[src/rtl/core/shs_pkg.sv]
package shs_pkg;

  typedef enum logic [2:0] {
    ST_IDLE,
    ST_PAD,
    ST_LOAD,
    ST_ROUND,
    ST_FINAL,
    ST_OUT
  } shs_state_t;

  typedef enum logic [1:0] {
    SEL_INPUT,
    SEL_MARK,
    SEL_ZERO,
    SEL_LENGTH
  } byte_sel_t;

  typedef struct packed {
    logic        shift_byte;
    byte_sel_t   byte_sel;
    logic        count_bits;
    logic        load_vars;
    logic        do_round;
    logic [5:0]  round;
    logic        add_chain;
    logic        restart;
    logic [2:0]  word_idx;
  } shs_cmd_t;

  typedef struct packed {
    logic fill_last;  // next byte completes the block
    logic len_zone;   // fill is in the length field (56..63)
  } shs_status_t;

  localparam logic [7:0] PAD_MARK = 8'h80;
  localparam logic [2:0] LAST_WORD_IDX = 3'd7;
  localparam logic [5:0] LAST_ROUND = 6'd63;

  localparam logic [31:0] ROUND_K [64] = '{
    32'h428a2f98, 32'h71374491, 32'hb5c0fbcf, 32'he9b5dba5,
    32'h3956c25b, 32'h59f111f1, 32'h923f82a4, 32'hab1c5ed5,
    32'hd807aa98, 32'h12835b01, 32'h243185be, 32'h550c7dc3,
    32'h72be5d74, 32'h80deb1fe, 32'h9bdc06a7, 32'hc19bf174,
    32'he49b69c1, 32'hefbe4786, 32'h0fc19dc6, 32'h240ca1cc,
    32'h2de92c6f, 32'h4a7484aa, 32'h5cb0a9dc, 32'h76f988da,
    32'h983e5152, 32'ha831c66d, 32'hb00327c8, 32'hbf597fc7,
    32'hc6e00bf3, 32'hd5a79147, 32'h06ca6351, 32'h14292967,
    32'h27b70a85, 32'h2e1b2138, 32'h4d2c6dfc, 32'h53380d13,
    32'h650a7354, 32'h766a0abb, 32'h81c2c92e, 32'h92722c85,
    32'ha2bfe8a1, 32'ha81a664b, 32'hc24b8b70, 32'hc76c51a3,
    32'hd192e819, 32'hd6990624, 32'hf40e3585, 32'h106aa070,
    32'h19a4c116, 32'h1e376c08, 32'h2748774c, 32'h34b0bcb5,
    32'h391c0cb3, 32'h4ed8aa4a, 32'h5b9cca4f, 32'h682e6ff3,
    32'h748f82ee, 32'h78a5636f, 32'h84c87814, 32'h8cc70208,
    32'h90befffa, 32'ha4506ceb, 32'hbef9a3f7, 32'hc67178f2
  };

  localparam logic [31:0] H_INIT [8] = '{
    32'h6a09e667, 32'hbb67ae85, 32'h3c6ef372, 32'ha54ff53a,
    32'h510e527f, 32'h9b05688c, 32'h1f83d9ab, 32'h5be0cd19
  };

  function automatic logic [31:0] big_sigma0(input logic [31:0] x);
    big_sigma0 = {x[1:0], x[31:2]} ^ {x[12:0], x[31:13]} ^ {x[21:0], x[31:22]};
  endfunction

  function automatic logic [31:0] big_sigma1(input logic [31:0] x);
    big_sigma1 = {x[5:0], x[31:6]} ^ {x[10:0], x[31:11]} ^ {x[24:0], x[31:25]};
  endfunction

  function automatic logic [31:0] small_sigma0(input logic [31:0] x);
    small_sigma0 = {x[6:0], x[31:7]} ^ {x[17:0], x[31:18]} ^ {3'b000, x[31:3]};
  endfunction

  function automatic logic [31:0] small_sigma1(input logic [31:0] x);
    small_sigma1 = {x[16:0], x[31:17]} ^ {x[18:0], x[31:19]} ^ {10'd0, x[31:10]};
  endfunction

endpackage

[src/rtl/core/shs_in_if.sv]
interface shs_in_if;
  logic       valid;
  logic       ready;
  logic [7:0] data_byte;
  logic       byte_present;
  logic       end_of_message;

  modport source (output valid, output data_byte, output byte_present,
                  output end_of_message, input ready);
  modport sink (input valid, input data_byte, input byte_present,
                input end_of_message, output ready);
endinterface

[src/rtl/core/shs_out_if.sv]
interface shs_out_if;
  logic        valid;
  logic        ready;
  logic [31:0] digest_word;
  logic [2:0]  word_number;
  logic        last_word;

  modport source (output valid, output digest_word, output word_number,
                  output last_word, input ready);
  modport sink (input valid, input digest_word, input word_number,
                input last_word, output ready);
endinterface

[src/rtl/core/shs_datapath.sv]
module shs_datapath
  import shs_pkg::*;
(
  input  logic        clk,
  input  logic        rst,
  input  shs_cmd_t    cmd,
  input  logic [7:0]  data_byte,
  output shs_status_t status,
  output logic [31:0] digest_word
);

  logic [31:0] w [16];       // block buffer, doubles as the message schedule
  logic [31:0] chain [8];
  logic [31:0] vars [8];     // a..h
  logic [63:0] msg_bits;
  logic [5:0]  fill;

  logic [7:0]  new_byte;
  logic [31:0] w_new;
  logic [31:0] t1;
  logic [31:0] t2;
  logic [31:0] ch;
  logic [31:0] maj;

  always_comb begin
    unique case (cmd.byte_sel)
      SEL_INPUT:  new_byte = data_byte;
      SEL_MARK:   new_byte = PAD_MARK;
      SEL_ZERO:   new_byte = 8'd0;
      SEL_LENGTH: new_byte = msg_bits[{~fill[2:0], 3'b000} +: 8];
      default:    new_byte = 8'd0;
    endcase
  end

  assign w_new = w[0] + small_sigma0(w[1]) + w[9] + small_sigma1(w[14]);
  assign ch    = (vars[4] & vars[5]) ^ (~vars[4] & vars[6]);
  assign maj   = (vars[0] & vars[1]) ^ (vars[0] & vars[2]) ^ (vars[1] & vars[2]);
  assign t1    = vars[7] + big_sigma1(vars[4]) + ch + ROUND_K[cmd.round] + w[0];
  assign t2    = big_sigma0(vars[0]) + maj;

  assign status.fill_last = (fill == 6'd63);
  assign status.len_zone  = (fill[5:3] == 3'd7);
  assign digest_word      = chain[cmd.word_idx];

  always_ff @(posedge clk) begin
    if (rst) begin
      fill     <= '0;
      msg_bits <= '0;
      for (int i = 0; i < 8; i++) chain[i] <= H_INIT[i];
    end else begin
      if (cmd.shift_byte) fill <= fill + 6'd1;
      if (cmd.count_bits) msg_bits <= msg_bits + 64'd8;
      if (cmd.add_chain) begin
        for (int i = 0; i < 8; i++) chain[i] <= chain[i] + vars[i];
      end
      if (cmd.restart) begin
        msg_bits <= '0;
        for (int i = 0; i < 8; i++) chain[i] <= H_INIT[i];
      end
    end
  end

  // bytes enter big-endian at the bottom of the 512-bit buffer
  always_ff @(posedge clk) begin
    if (cmd.shift_byte) begin
      for (int i = 0; i < 15; i++) w[i] <= {w[i][23:0], w[i+1][31:24]};
      w[15] <= {w[15][23:0], new_byte};
    end else if (cmd.do_round) begin
      for (int i = 0; i < 15; i++) w[i] <= w[i+1];
      w[15] <= w_new;
    end
  end

  always_ff @(posedge clk) begin
    if (cmd.load_vars) begin
      for (int i = 0; i < 8; i++) vars[i] <= chain[i];
    end else if (cmd.do_round) begin
      vars[0] <= t1 + t2;
      vars[1] <= vars[0];
      vars[2] <= vars[1];
      vars[3] <= vars[2];
      vars[4] <= vars[3] + t1;
      vars[5] <= vars[4];
      vars[6] <= vars[5];
      vars[7] <= vars[6];
    end
  end

endmodule

[src/rtl/core/shs_ctrl.sv]
module shs_ctrl
  import shs_pkg::*;
(
  input  logic        clk,
  input  logic        rst,
  input  logic        in_valid,
  input  logic        byte_present,
  input  logic        end_of_message,
  output logic        in_ready,
  output logic        out_valid,
  input  logic        out_ready,
  input  shs_status_t status,
  output shs_cmd_t    cmd
);

  shs_state_t state;
  shs_state_t state_next;
  logic [5:0] round;
  logic [2:0] word_idx;
  logic       pad_active;
  logic       mark_pend;
  logic       len_ok;
  logic       final_block;
  logic       in_acc;
  logic       out_acc;

  assign in_ready  = (state == ST_IDLE);
  assign out_valid = (state == ST_OUT);
  assign in_acc    = in_valid && in_ready;
  assign out_acc   = out_valid && out_ready;

  always_comb begin
    state_next = state;
    unique case (state)
      ST_IDLE: begin
        if (in_acc && byte_present && status.fill_last) state_next = ST_LOAD;
        else if (in_acc && end_of_message) state_next = ST_PAD;
      end
      ST_PAD: begin
        if (status.fill_last) state_next = ST_LOAD;
      end
      ST_LOAD:  state_next = ST_ROUND;
      ST_ROUND: begin
        if (round == LAST_ROUND) state_next = ST_FINAL;
      end
      ST_FINAL: begin
        if (final_block) state_next = ST_OUT;
        else if (pad_active) state_next = ST_PAD;
        else state_next = ST_IDLE;
      end
      ST_OUT: begin
        if (out_acc && word_idx == LAST_WORD_IDX) state_next = ST_IDLE;
      end
      default: state_next = ST_IDLE;
    endcase
  end

  always_comb begin
    cmd            = '0;
    cmd.byte_sel   = SEL_INPUT;
    cmd.round      = round;
    cmd.word_idx   = word_idx;
    unique case (state)
      ST_IDLE: begin
        cmd.shift_byte = in_acc && byte_present;
        cmd.count_bits = in_acc && byte_present;
      end
      ST_PAD: begin
        cmd.shift_byte = 1'b1;
        if (mark_pend) cmd.byte_sel = SEL_MARK;
        else if (len_ok && status.len_zone) cmd.byte_sel = SEL_LENGTH;
        else cmd.byte_sel = SEL_ZERO;
      end
      ST_LOAD:  cmd.load_vars = 1'b1;
      ST_ROUND: cmd.do_round = 1'b1;
      ST_FINAL: cmd.add_chain = 1'b1;
      ST_OUT:   cmd.restart = out_acc && (word_idx == LAST_WORD_IDX);
      default: ;
    endcase
  end

  always_ff @(posedge clk) begin
    if (rst) begin
      state       <= ST_IDLE;
      round       <= '0;
      word_idx    <= '0;
      pad_active  <= 1'b0;
      mark_pend   <= 1'b0;
      len_ok      <= 1'b0;
      final_block <= 1'b0;
    end else begin
      state <= state_next;
      if (state == ST_LOAD) round <= '0;
      else if (state == ST_ROUND) round <= round + 6'd1;
      if (out_acc) word_idx <= word_idx + 3'd1;
      if (in_acc && end_of_message) begin
        pad_active  <= 1'b1;
        mark_pend   <= 1'b1;
        len_ok      <= 1'b0;
        final_block <= 1'b0;
      end
      if (state == ST_PAD) begin
        mark_pend <= 1'b0;
        // mark landed early enough that the length fits in this block
        if (mark_pend && !status.len_zone) len_ok <= 1'b1;
        if (!mark_pend && len_ok && status.len_zone && status.fill_last)
          final_block <= 1'b1;
      end
      if (state == ST_FINAL && pad_active) len_ok <= 1'b1;
      if (cmd.restart) begin
        pad_active  <= 1'b0;
        final_block <= 1'b0;
      end
    end
  end

`ifndef NO_ASSERTIONS
  a_ready_xor_valid: assert property (@(posedge clk) disable iff (rst)
    !(in_ready && out_valid))
    else $error("input taken while digest pending");

  a_round_end: assert property (@(posedge clk) disable iff (rst)
    (state == ST_ROUND && round == LAST_ROUND) |=> state == ST_FINAL)
    else $error("compression did not finish after last round");

  a_word_hold: assert property (@(posedge clk) disable iff (rst)
    (out_valid && !out_ready) |=> (out_valid && $stable(word_idx)))
    else $error("digest word index moved under stall");

  a_block_full: assert property (@(posedge clk) disable iff (rst)
    (cmd.shift_byte && status.fill_last) |=> state == ST_LOAD)
    else $error("full block not compressed");

  a_final_in_pad: assert property (@(posedge clk) disable iff (rst)
    (state == ST_OUT) |-> (pad_active && final_block))
    else $error("digest emitted outside padding");
`endif

endmodule

[src/rtl/core/sha256_stream_hasher_top.sv]
// SHA-256 over a byte stream.
// data_in: one item per handshake; data_byte is taken when byte_present is
//   set, end_of_message closes the message after that item's byte.
// digest: eight items per message, word 0 (most significant) first,
//   last_word marks word 7.
// One byte is taken per cycle while data_in.ready is high. Each 64th byte
//   of the message starts a compression that holds ready low through its
//   load, 64 rounds of the single round unit, and chain update.
// After end_of_message the block writes pad bytes itself, one per cycle
//   outside compressions, 64 - f bytes when f <= 55 bytes are buffered, else
//   128 - f; the first digest word is valid in the cycle right after the
//   chain update of the last compression.
// While words wait, data_in.ready stays low; a stalled digest word holds
//   until taken. After word 7 is taken the chaining state returns to the
//   initial hash values and the block accepts the next message.
// rst (synchronous) drops any partial message and restores the initial
//   hash values.
module sha256_stream_hasher_top
  import shs_pkg::*;
(
  input logic       clk,
  input logic       rst,
  shs_in_if.sink    data_in,
  shs_out_if.source digest
);

  shs_cmd_t    cmd;
  shs_status_t status;

  shs_ctrl u_ctrl (
    .clk            (clk),
    .rst            (rst),
    .in_valid       (data_in.valid),
    .byte_present   (data_in.byte_present),
    .end_of_message (data_in.end_of_message),
    .in_ready       (data_in.ready),
    .out_valid      (digest.valid),
    .out_ready      (digest.ready),
    .status         (status),
    .cmd            (cmd)
  );

  shs_datapath u_datapath (
    .clk         (clk),
    .rst         (rst),
    .cmd         (cmd),
    .data_byte   (data_in.data_byte),
    .status      (status),
    .digest_word (digest.digest_word)
  );

  assign digest.word_number = cmd.word_idx;
  assign digest.last_word   = (cmd.word_idx == LAST_WORD_IDX);

endmodule

[src/flat_wrapper.sv]
// flat-port wrapper written by rule: the top's interface ports become plain ports
module sha256_stream_hasher_top_flat import shs_pkg::*;
  (clk, rst, data_in_valid, data_in_data_byte, data_in_byte_present, data_in_end_of_message, data_in_ready, digest_valid, digest_digest_word, digest_word_number, digest_last_word, digest_ready);
  shs_in_if data_in_i ();
  shs_out_if digest_i ();
  input logic clk;
  input logic rst;
  input wire logic [$bits(data_in_i.valid)-1:0] data_in_valid;
  input wire logic [$bits(data_in_i.data_byte)-1:0] data_in_data_byte;
  input wire logic [$bits(data_in_i.byte_present)-1:0] data_in_byte_present;
  input wire logic [$bits(data_in_i.end_of_message)-1:0] data_in_end_of_message;
  output wire logic [$bits(data_in_i.ready)-1:0] data_in_ready;
  output wire logic [$bits(digest_i.valid)-1:0] digest_valid;
  output wire logic [$bits(digest_i.digest_word)-1:0] digest_digest_word;
  output wire logic [$bits(digest_i.word_number)-1:0] digest_word_number;
  output wire logic [$bits(digest_i.last_word)-1:0] digest_last_word;
  input wire logic [$bits(digest_i.ready)-1:0] digest_ready;
  assign data_in_i.valid = data_in_valid;
  assign data_in_i.data_byte = data_in_data_byte;
  assign data_in_i.byte_present = data_in_byte_present;
  assign data_in_i.end_of_message = data_in_end_of_message;
  assign data_in_ready = data_in_i.ready;
  assign digest_valid = digest_i.valid;
  assign digest_digest_word = digest_i.digest_word;
  assign digest_word_number = digest_i.word_number;
  assign digest_last_word = digest_i.last_word;
  assign digest_i.ready = digest_ready;
  sha256_stream_hasher_top u_core (.clk(clk), .rst(rst), .data_in(data_in_i), .digest(digest_i));
endmodule
[config.mk]
export PLATFORM = sky130hd
export DESIGN_NAME = sha256_stream_hasher_top_flat
export DESIGN_NICKNAME = d
export VERILOG_FILES = /design/src/rtl/core/shs_pkg.sv /design/src/rtl/core/shs_in_if.sv /design/src/rtl/core/shs_out_if.sv /design/src/rtl/core/shs_datapath.sv /design/src/rtl/core/shs_ctrl.sv /design/src/rtl/core/sha256_stream_hasher_top.sv /design/src/flat_wrapper.sv
export SDC_FILE = /design/constraint.sdc
export NUM_CORES = 2
export LEC_CHECK = 0
export BUFFER_PORTS_ARGS = -buffer_cell sky130_fd_sc_hd__buf_4
export CAP_MARGIN = 20
export CORE_ASPECT_RATIO = 0.9
export CORE_MARGIN = 2
export CORE_UTILIZATION = 40
export CTS_CLUSTER_SIZE = 14
export DETAILED_ROUTE_END_ITERATION = 6
export GPL_TIMING_DRIVEN = 0
export SYNTH_ARGS = -nofsm -noshare
export SYNTH_HDL_FRONTEND = slang
export SYNTH_SLANG_ARGS = --single-unit
[constraint.sdc]
create_clock -name clk -period 70.8 [get_ports clk]
set_input_delay 3.54 -clock clk [delete_from_list [all_inputs] [get_ports clk]]
set_output_delay 3.54 -clock clk [all_outputs]
set_load 0.005 [all_outputs]
==> results_dict.tcl <==
set metrics [dict create \
    startpoint "u_core.u_ctrl.round[0]$_SDFFE_PP0N_" \
    crit_path_end "u_core.u_datapath.vars[0][30]$_DFFE_PP_" \
    slowest_stage "buf_1" \
    hold_viol_final 0 \
    final_cell_mix "nand2_1, edfxtp_1, clkbuf_1" \
    synth_top_cell_by_area "edfxtp_1" \
    crit_type "reg -> reg" \
    cp.depth 38 \
    hp-start "u_core.u_ctrl.pad_active$_SDFFE_PP0P_" \
    slew_violations 0 \
    grt_pass1_wl_mm 422 \
    fp.dieH_um 414 \
    ff2ff_path_depth 38 \
    status "finished, final reports clean" \
    vias 64500 \
    setup_tns_ps 0 \
    numCtsBuffers 132 \
    drt-pass1-iter-count 7 \
    endpoint_kind "flop" \
    ff2ff_setup_slack_ps 58350 \
    synth_area_um2 74800 \
    dieArea_um2 191000 \
    antenna_found_initial 13 \
    grtUsageTotal_pct 30.4 \
    vias_per_cell 5.91 \
    r2r_start "u_core.u_ctrl.round[0]$_SDFFE_PP0N_" \
    insertion_delay_ps 830 \
    synth_top_area_share_pct 35.9 \
    crit_fanout 10 \
    grt.overflow.total 0 \
    synth_edf_count 896 \
    slew_headroom_pct 11.6 \
    cts_max_level 4 \
    cts_setup_buffers 0 \
    min_period_ps 12450 \
    rows 150 \
    clk_pin_slew_worst_paths_ps 60 \
    clkSinkCount 1110 \
    fin_nets 8958 \
    grt_max_degree 70 \
    fin_skew_ps 73.0 \
    grt_pass1_vias 59500 \
    hpwl_mm 234 \
    ys.flop_type "edfxtp_1" \
    min_period_over_period_pct 17.6 \
    cts_hold_buf 0 \
    cp_num_buf_inv 9 \
    antenna_left 0 \
    yosys-top-cells-area "edfxtp_1, nand2_1, ha_1, dfxtp_1, fa_1" \
    io_pins 52 \
    critPathTopFamily "compound AO/OA/AOI/OAI gates" \
    drive_gt1_share_pct 6.44 \
    first_iter_violations 9019 \
    ctsResizeCount 0 \
    yosysWarnings 0 \
    start_util_pct 40.3 \
    required_ps 71340 \
    synth-seq-cells 1110 \
    slowest_delay_ps 810 \
    synth.avg_cell_area_um2 9.24 \
    min_path_type "reg -> reg" \
    max-cap-violations 0 \
    layout_commonest_cell "nand2_1" \
    ys_async_sr_fraction_pct 0 \
    die_width_um 460 \
    ys_types 88 \
    coreArea_um2 186000 \
    clk_path_buf_depth 3 \
    drc_errors 0 \
    postSynthCellCount 8102 \
    syn_nets 8705 \
    area_delta_synth_final_pct 11.9 \
    start_kind "flop" \
    r2r-end "u_core.u_datapath.vars[0][30]$_DFFE_PP_" \
    grt_setup_unrepaired "no" \
    fmax_ghz 0.0803 \
    yosysSeqAreaShare_pct 41.7 \
    cts_root_buf "clkbuf_16" \
    drt-total-wl_mm 297 \
    finalSetupViolCount 0 \
    cts_tree "done" \
    critPathArrivalTime_ps 13000 \
    tightest_slew_ps 1330 \
    port_buffers 50 \
    gp_congestion 1.03 \
    post_drt_wl_per_cell_um 27.2 \
]
[metal layers]
metal	share of wire, %	GRT usage, %	up-vias
met5	0.017	0	-
met4	3.1	8.61	8
met3	11	7.49	481
met2	41	42.3	3512
met1	45	46.0	31900
li1	-	-	28600
[worst min path at each step]
stage / endpoint / slack, ps / cells past startpoint
2_1_floorplan: u_core.u_ctrl.pad_active$_SDFFE_PP0P_ / 440 / 2
6_report: u_core.u_ctrl.pad_active$_SDFFE_PP0P_ / 480 / 2
4_1_cts: u_core.u_ctrl.pad_active$_SDFFE_PP0P_ / 480 / 2
5_1_grt: u_core.u_ctrl.pad_active$_SDFFE_PP0P_ / 500 / 2
3_3_place_gp: u_core.u_ctrl.pad_active$_SDFFE_PP0P_ / 460 / 2
3_5_place_dp: u_core.u_ctrl.pad_active$_SDFFE_PP0P_ / 470 / 2
[final cells by class]
type	count	area (um^2)
Clock buffer	171	3530
Antenna cell	4	10.0
Fill cell	17900	102000
Sequential cell	1110	31200
Tap cell	2432	3040
Buffer	449	1700
Multi-Input combinational cell	6204	40700
Inverter	339	1280
Timing Repair Buffer	119	1560
Clock inverter	72	731
[cells in the mapped netlist (17+ instances only)]
master and instances:
a211o_1 20, a211oi_1 57, a21boi_0 17, a21o_1 182
a21oi_1 414, a311oi_1 17, a31oi_1 51, and2_1 25
and3_1 56, buf_1 41, clkbuf_1 402, dfxtp_1 214
edfxtp_1 896, fa_1 195, ha_1 394, inv_1 336
mux2_2 115, mux2i_1 37, mux4_2 81, nand2_1 2319
nand2b_1 47, nand3_1 96, nand4_1 34, nor2_1 386
nor2b_1 45, nor3_1 97, nor3b_1 18, o211ai_1 64
o21a_1 69, o21ai_0 420, o21bai_1 50, o31ai_1 33
or3_1 50, xnor2_1 381, xor2_1 221
[worst min-delay path: stages (launching register included)]
cell	delay (ps)
dfxtp_1	330
inv_1	50
a21oi_1	50
[logic make-up (layout without fill, tap and decap cells)]
family	Yosys count	after routing	share of synthesized area, %
other cells	0	4	0
mux	233	233	4.66
simple gates	3236	3236	17.8
compound gates	1540	1540	12.9
buf+inv	788	1150	3.97
flops	1110	1110	41.7
fa+ha+maj	592	592	11.8
xor+xnor	603	603	7.07
[flip-flops by register name, summed over array words and instances (netlist names), named ones only]
| signal | cells |
|---|---|
| u_core.u_ctrl.final_block | 1 |
| u_core.u_datapath.chain | 256 |
| u_core.u_ctrl.len_ok | 1 |
| u_core.u_datapath.fill | 6 |
| u_core.u_ctrl.round | 6 |
| u_core.u_datapath.vars | 256 |
| u_core.u_ctrl.pad_active | 1 |
| u_core.u_ctrl.word_idx | 3 |
| u_core.u_datapath.msg_bits | 61 |
| u_core.u_ctrl.state | 3 |
| u_core.u_datapath.w | 512 |
| u_core.u_ctrl.mark_pend | 1 |
[through the flow]
stage          util (%)  cell area [um^2]  cells  hold WS [ps]  setup WS, ps
2_1_floorplan         -             74800   8102           438         44370
3_3_place_gp       42.1             78300  10600           456         24270
3_5_place_dp       42.7             79400  10600           468         58310
4_1_cts            45.0             83700  10900           479         58270
5_1_grt            45.1             83800  10900           501         58250
6_report           45.1             83800  10900           479         58350
Power is not shown: default switching activity piles up to over one toggle a cycle in this logic, so the estimate is an artifact.
